[config.mk]
export PLATFORM = sky130hd
export DESIGN_NAME = gva_front_flat
export DESIGN_NICKNAME = d
export VERILOG_FILES = /design/src/rtl/gva_pkg.sv /design/src/rtl/gva_in_if.sv /design/src/rtl/gva_front.sv /design/src/flat_wrapper.sv
export SDC_FILE = /design/constraint.sdc
export NUM_CORES = 1
export LEC_CHECK = 0
export ABC_AREA = 1
export BUFFER_PORTS_ARGS = -buffer_cell sky130_fd_sc_hd__buf_2
export CORE_UTILIZATION = 40
export DETAILED_ROUTE_END_ITERATION = 6
export GPL_TIMING_DRIVEN = 0
export PLACE_DENSITY = 0.56
export SLEW_MARGIN = 0
export SYNTH_ARGS = -nofsm -noshare
export SYNTH_HDL_FRONTEND = slang
export SYNTH_SLANG_ARGS = --single-unit
[constraint.sdc]
create_clock -name clk -period 9.71 [get_ports clk]
set_input_delay 0.4855 -clock clk [delete_from_list [all_inputs] [get_ports clk]]
set_output_delay 0.4855 -clock clk [all_outputs]
set_load 0.01 [all_outputs]
[src/rtl/gva_pkg.sv]
// shared types and constants of the gravity velocity accumulator
`default_nettype none

package gva_pkg;

  // fractional bits of positions and masses
  localparam int POS_FRAC_BITS = 8;

  // item actions
  localparam logic [1:0] ACT_START = 2'd0;
  localparam logic [1:0] ACT_BEGIN = 2'd1;
  localparam logic [1:0] ACT_NEIGH = 2'd2;
  localparam logic [1:0] ACT_END   = 2'd3;

  // configuration register indexes
  localparam logic [1:0] REG_OWN_MASS = 2'd0;
  localparam logic [1:0] REG_VEL_X    = 2'd1;
  localparam logic [1:0] REG_VEL_Y    = 2'd2;
  localparam logic [1:0] REG_VEL_Z    = 2'd3;

  // gravitational constant, round(0.06111 * 2^32)
  localparam logic [27:0] G_Q32 = 28'd262465451;

  // divide by ten as multiply by ceil(2^42 / 10) then shift right by 42,
  // exact for magnitudes up to 2^39
  localparam logic [38:0] DIV10_M  = 39'd439804651111;
  localparam int          DIV10_SH = 42;

  // bound on own coordinates, 40000 units in position format
  localparam logic [32:0] BOUND_LIM = 33'(64'd40000 << POS_FRAC_BITS);

  // per-axis contribution cap and velocity limits
  localparam logic [40:0] CAP40   = 41'h100_0000_0000;
  localparam logic [39:0] VEL_MAX = 40'h7F_FFFF_FFFF;
  localparam logic [39:0] VEL_MIN = 40'h80_0000_0000;

  typedef struct packed {
    logic [1:0]         action;
    logic signed [31:0] pos_x;
    logic signed [31:0] pos_y;
    logic signed [31:0] pos_z;
    logic [31:0]        body_mass;
  } item_t;

  typedef struct packed {
    logic  valid;
    item_t item;
  } head_t;

  typedef struct packed {
    logic [31:0]        own_mass;
    logic signed [39:0] init_vel_x;
    logic signed [39:0] init_vel_y;
    logic signed [39:0] init_vel_z;
  } cfg_regs_t;

  typedef struct packed {
    logic signed [39:0] vel_x;
    logic signed [39:0] vel_y;
    logic signed [39:0] vel_z;
    logic               out_of_bounds;
  } result_t;

endpackage

`default_nettype wire

[src/rtl/gva_in_if.sv]
// input item channel
`default_nettype none

interface gva_in_if;
  logic               valid;
  logic               ready;
  logic [1:0]         action;
  logic signed [31:0] pos_x;
  logic signed [31:0] pos_y;
  logic signed [31:0] pos_z;
  logic [31:0]        body_mass;

  modport source (output valid, action, pos_x, pos_y, pos_z, body_mass, input ready);
  modport sink (input valid, action, pos_x, pos_y, pos_z, body_mass, output ready);
endinterface

`default_nettype wire

[src/rtl/gva_front.sv]
// front end: accepts items and queues them for the engine
`default_nettype none

module gva_front import gva_pkg::*; #(
  parameter int DEPTH = 4
) (
  input  logic      clk,
  input  logic      rst,
  gva_in_if.sink    item,
  output head_t     head,
  input  logic      pop
);

  localparam int PTR_W = (DEPTH > 1) ? $clog2(DEPTH) : 1;
  localparam int CNT_W = $clog2(DEPTH + 1);

  item_t              fifo [DEPTH];
  logic [PTR_W-1:0]   wr_ptr;
  logic [PTR_W-1:0]   rd_ptr;
  logic [CNT_W-1:0]   count;
  logic               push;
  logic               take;

  assign item.ready = (count != CNT_W'(DEPTH));
  assign push       = item.valid && item.ready;
  assign take       = pop && (count != '0);

  assign head.valid = (count != '0);
  assign head.item  = fifo[rd_ptr];

  always_ff @(posedge clk) begin
    if (push) begin
      fifo[wr_ptr] <= '{action: item.action, pos_x: item.pos_x, pos_y: item.pos_y,
                        pos_z: item.pos_z, body_mass: item.body_mass};
    end
  end

  always_ff @(posedge clk) begin
    if (rst) begin
      wr_ptr <= '0;
      rd_ptr <= '0;
      count  <= '0;
    end else begin
      if (push) begin
        wr_ptr <= (wr_ptr == PTR_W'(DEPTH - 1)) ? '0 : wr_ptr + 1'b1;
      end
      if (take) begin
        rd_ptr <= (rd_ptr == PTR_W'(DEPTH - 1)) ? '0 : rd_ptr + 1'b1;
      end
      if (push && !take) begin
        count <= count + 1'b1;
      end else if (take && !push) begin
        count <= count - 1'b1;
      end
    end
  end

endmodule

`default_nettype wire

[src/flat_wrapper.sv]
// flat-port wrapper written by rule: the top's interface ports become plain ports
module gva_front_flat import gva_pkg::*;
#(
  parameter int DEPTH = 4
)
  (clk, rst, head, pop, item_valid, item_action, item_pos_x, item_pos_y, item_pos_z, item_body_mass, item_ready);
  gva_in_if item_i ();
  input  logic clk;
  input  logic rst;
  output head_t head;
  input  logic pop;
  input wire logic [$bits(item_i.valid)-1:0] item_valid;
  input wire logic [$bits(item_i.action)-1:0] item_action;
  input wire logic [$bits(item_i.pos_x)-1:0] item_pos_x;
  input wire logic [$bits(item_i.pos_y)-1:0] item_pos_y;
  input wire logic [$bits(item_i.pos_z)-1:0] item_pos_z;
  input wire logic [$bits(item_i.body_mass)-1:0] item_body_mass;
  output wire logic [$bits(item_i.ready)-1:0] item_ready;
  assign item_i.valid = item_valid;
  assign item_i.action = item_action;
  assign item_i.pos_x = item_pos_x;
  assign item_i.pos_y = item_pos_y;
  assign item_i.pos_z = item_pos_z;
  assign item_i.body_mass = item_body_mass;
  assign item_ready = item_i.ready;
  gva_front #(.DEPTH(DEPTH)) u_core (.clk(clk), .rst(rst), .item(item_i), .head(head), .pop(pop));
endmodule
After elaboration in Yosys (flattened, before gate mapping)
Memory sizes are Yosys's and may differ from the RTL's. A register that Yosys moved wholly into a read port is not among the register bits. Index checks and enable logic that the tools add are counted.

Flip-flop bits (word level): 7. Memory bits (writable): 520. Bits of input ports: 134. Output and inout bits: 132. Memories: 1.

Memories: u_core.fifo (words 4, width 130, read ports 1, clocked after memory_dff 1, write ports 1, RTL line gva_front.sv:17) `item_t fifo [DEPTH];`.

$add $sub $neg: 4. Eq/ne operators: 3. Mux-type cells: 8. Reductions and logical operators: 8.

Operator list (count): 2-to-1 mux 2 bit (4); 2-to-1 mux 3 bit (2); adder 2 x 1 -> 2 bit (second input constant) (2); equality test 2 bit (second input constant) (2); logical AND 1 bit (4); adder 3 x 1 -> 3 bit (second input constant) (1); inequality test 3 bit (second input constant) (1); nonzero test 3 bit (1); subtractor 3 x 1 -> 3 bit (second input constant) (1); logical NOT 1 bit (2); 2-to-1 mux 1 bit (2); nonzero test 2 bit (1).

Depth between registers and ports, before layout
Word-level depth: 6. Mapped depth: 13.

Worst setup path before layout
Ideal clock, no wire load.

Kind: register -> register. From: reg u_core.count[0]. To: mem u_core.fifo[0][0] (netlist name), enable pin. Data arrival time: 6.174 ns. Data required time: 9.089 ns. Setup slack: 2.914 ns. Stages on the path, launching flop included: 5. Period minus slack after synthesis: 6.796 ns. Path through: dfxtp_1 -> nor2_1 -> nand2_1 -> nand2_1 -> nor2_1.

Word-level cells in the longest chain between the ends: 4.

Ends and longest elaborated chain: from (decl) (RTL line gva_front.sv:20) `logic [CNT_W-1:0] count;`; from (signal assigned) (RTL line gva_front.sv:51) `count <= count + 1'b1;`; from (signal assigned) (RTL line gva_front.sv:53) `count <= count - 1'b1;`; inequality test 3 bit (RTL line gva_front.sv:24) `assign item.ready = (count != CNT_W'(DEPTH));`; net item_ready (RTL line flat_wrapper.sv:18) `output wire logic [$bits(item_i.ready)-1:0] item_ready;`; logical AND 1 bit (RTL line gva_front.sv:25) `assign push = item.valid && item.ready;`; 2-to-1 mux 1 bit (RTL line gva_front.sv:32) `if (push) begin`; 2-to-1 mux 1 bit (not written as such) (RTL line gva_front.sv:33) `fifo[wr_ptr] <= '{action: item.action, pos_x: item.pos_x, pos_y: item.pos_y,`; to (decl) (RTL line gva_front.sv:17).

The timed path passes the listed nets, and every way through them passes these cells.

==> results.yml <==
logic_synthesis:
  yosys_warnings: 0
  syn-instance-count: 1326
  synth_edf_count: 520
  ys.flop_type: "edfxtp_1"
  yosysSeqAreaShare: 0.799
  synth.avg_cell_area_sq_um: 14.9
  ys_ff_latch: 529
  syn-cell-area_sq_mm: 0.0198
  synth.area.top_cells: "edfxtp_1 79%, nor2_1 5.3%, o21ai_0 4.8%"
  synth_top_area_frac: 0.790
  synth.distinct_cells: 24
  synthArstFlopShare: 0
  synth_nets: 1467
  yosysTopAreaCell: "edfxtp_1"
detailed_routing:
  drt_first_pass_iters: 5
  route.detailed.drc: 0
  routedWlPerCell_um: 20.7
  vias: 12086
  drt_first_iter_violations: 841
  vias_per_cell: 5.08
  wl_um: 49200
  drtAntennaViolNets: 0
timing:
  setup_viol: 0
  hold_viol_final: 0
  fmax_ghz: 0.325
  fin_crit_ns: 3.07
  fin_crit_sh: 0.317
  rsz0062_at_grt: "false"
  whs_ns: 0.0670
  finClkSkew_ns: 0.0117
  tightest_slew_ns: 0.908
  max_slew_margin: 0.393
  slew_violations: 0
clocking:
  post_cts_buffers: 0
  cts_num_sinks: 529
  cts_resized: 0
  numCtsBuffers: 54
  cts.reportedPaths.clkPinSlew_ns: 0.06
  h-tree-depth: 2
  clkLatencyLatePin_ns: 0.59
  cts_tree: "built"
  cts_root_buffer: "clkbuf_16"
  clk_path_buf_depth: 3
  ctsHoldBuffers: 0
power_and_ir_drop:
  ir_worst_vdd_v: 0.000201
  leakagePower_nw: 8.41
  pwr_density_cell_mw_per_mm2: 282
job:
  maxCapViolations: 0
global_routing:
  grt_max_degree: 28
  grt_overflow_total: 0
  grt_usage: 0.193
  grt_pass1_vias: 12076
  grt_pass1_wl_um: 72400
  antenna_found_initial: 12
layout:
  drive_gt1_frac: 0.240
  final_common_cell: "edfxtp_1"
  nets: 1809
  layout_common_cells: "520 x edfxtp_1, 279 x buf_2, 273 x nor2_1, 191 x o21ai_0, 130 x o22ai_1"
  fin_area_sq_mm: 0.0241
  syn2layout_area_growth_pct: 21.6
  post-route-util: 0.492
critical_path:
  critPathLaunchType: "flip-flop"
  cp_slowest_cell: "clkbuf_1"
  crit_chain: "inv_2 > buf_2 > clkbuf_1 > o21ai_0 > o22ai_1 > buf_2"
  path_class: "flip-flop to primary output"
  crit_required_ns: 9.22
  cp_common_cell: "buf_2"
  worst-path-max-fanout: 10
  cp_slowest_stage_delay_ns: 0.45
  cpLargestDelayFamily: "buffers and inverters"
  cp.arrival_ns: 2.59
  worst-path-buf-inv: 4
  crit_path_end_kind: "primary output"
placement:
  finalWeightedCongestion: 0.751
  dpl-instance-area_sq_mm: 0.0224
  io_buffers: 265
  hpwl_um: 30700
floorplan:
  die_area_sq_mm: 0.0503
  fp-row-count: 81
  start_util: 0.405
  coreArea_sq_mm: 0.0488
  die_h_um: 224
  io_pins: 266
  die-width_um: 224
worst_hold_path:
  hold_path.class: "input pin to flip-flop"
run_status:
  status: "finished, final reports clean"
-- state kept, by name, summed over array words and instances (netlist names), named ones only --
signal	count
u_core.fifo	520
u_core.count	3
u_core.rd_ptr	2
u_core.wr_ptr	2
-- cells by family (layout without fill, tap and decap cells) --
group / count (synthesis) / in the layout / synth area share
buffers and inverters: 101 / 482 / 0.0318
AND/OR/NAND/NOR: 295 / 295 / 0.0566
flip-flops: 529 / 529 / 0.799
other: 0 / 6 / 0
AO/OA/AOI/OAI: 393 / 393 / 0.108
XOR/XNOR: 1 / 1 / 0.000443
adder cells (fa/ha/maj): 7 / 7 / 0.00481
-- metrics by stage --
step                      worst slack, ns  power (mW)  setup TNS, ns  std cells
after floorplan                      2.91        4.03              0       1326
after global placement              -2.18        4.93        -992.46       2255
after detailed placement             6.81        4.91              0       2276
after CTS                            6.57        6.85              0       2371
after global routing                 6.51        7.11              0       2372
final                                6.64        6.77              0       2377
-- routing by layer --
| layer | wire, um | vias to the layer above | share of wire | GRT usage |
|---|---|---|---|---|
| met4 | 1410 | 16 | 0.029 | 0.0700 |
| met5 | 109 | - | 0.0022 | 0 |
| met3 | 3230 | 112 | 0.066 | 0.0509 |
| li1 | - | 5701 | - | - |
| met1 | 20900 | 5942 | 0.42 | 0.253 |
| met2 | 23600 | 315 | 0.48 | 0.309 |
-- layout make-up --
| type | count | area [sq um] |
|---|---|---|
| clock inverter | 32 | 225 |
| clock buffer | 63 | 1410 |
| antenna | 6 | 15.0 |
| sequential | 529 | 15800 |
| inverter | 16 | 72.6 |
| timing repair buffer | 286 | 1770 |
| tap | 664 | 831 |
| multi-input combinational | 696 | 3380 |
| fill | 4318 | 24800 |
| buffer | 85 | 556 |
-- path summary, 6_finish.rpt --
path	start	to	slack, ns	cells past startpoint
worst max-delay path	flip-flop	head[28]	6.64	6
worst max register to register	u_core.count[0]$_SDFFE_PP0P_	u_core.fifo[2][98]$_DFFE_PP_	6.88	9
worst min register to register	u_core.count[1]$_SDFFE_PP0P_	u_core.count[1]$_SDFFE_PP0P_	0.54	2
worst min-delay path	rst	u_core.count[0]$_SDFFE_PP0P_	0.07	2
-- cells in the mapped netlist, types with 5 or more instances --
cell type    n
ha_1         6
dfxtp_1      9
clkbuf_1    40
edfxtp_1   520
nor2_1     277
o21ai_0    191
inv_1       14
buf_6       22
o21ai_1     70
buf_2       14
o22ai_1    130
nand2_1     14
clkbuf_2     5
-- power breakdown --
| part | switching, mW | internal, mW |
|---|---|---|
| Combinational | 1.32 | 0.684 |
| Sequential | 0.0564 | 2.78 |
| Clock | 0.830 | 1.11 |
-- worst register-to-register path: cells and delay by family, from the launching register on --
kind,cells,cell delay (ns)
DFF,1,0.40
and+or+nand+nor,4,1.08
buffers and inverters,5,1.07
Note: power is estimated with default switching activity, not from simulation.
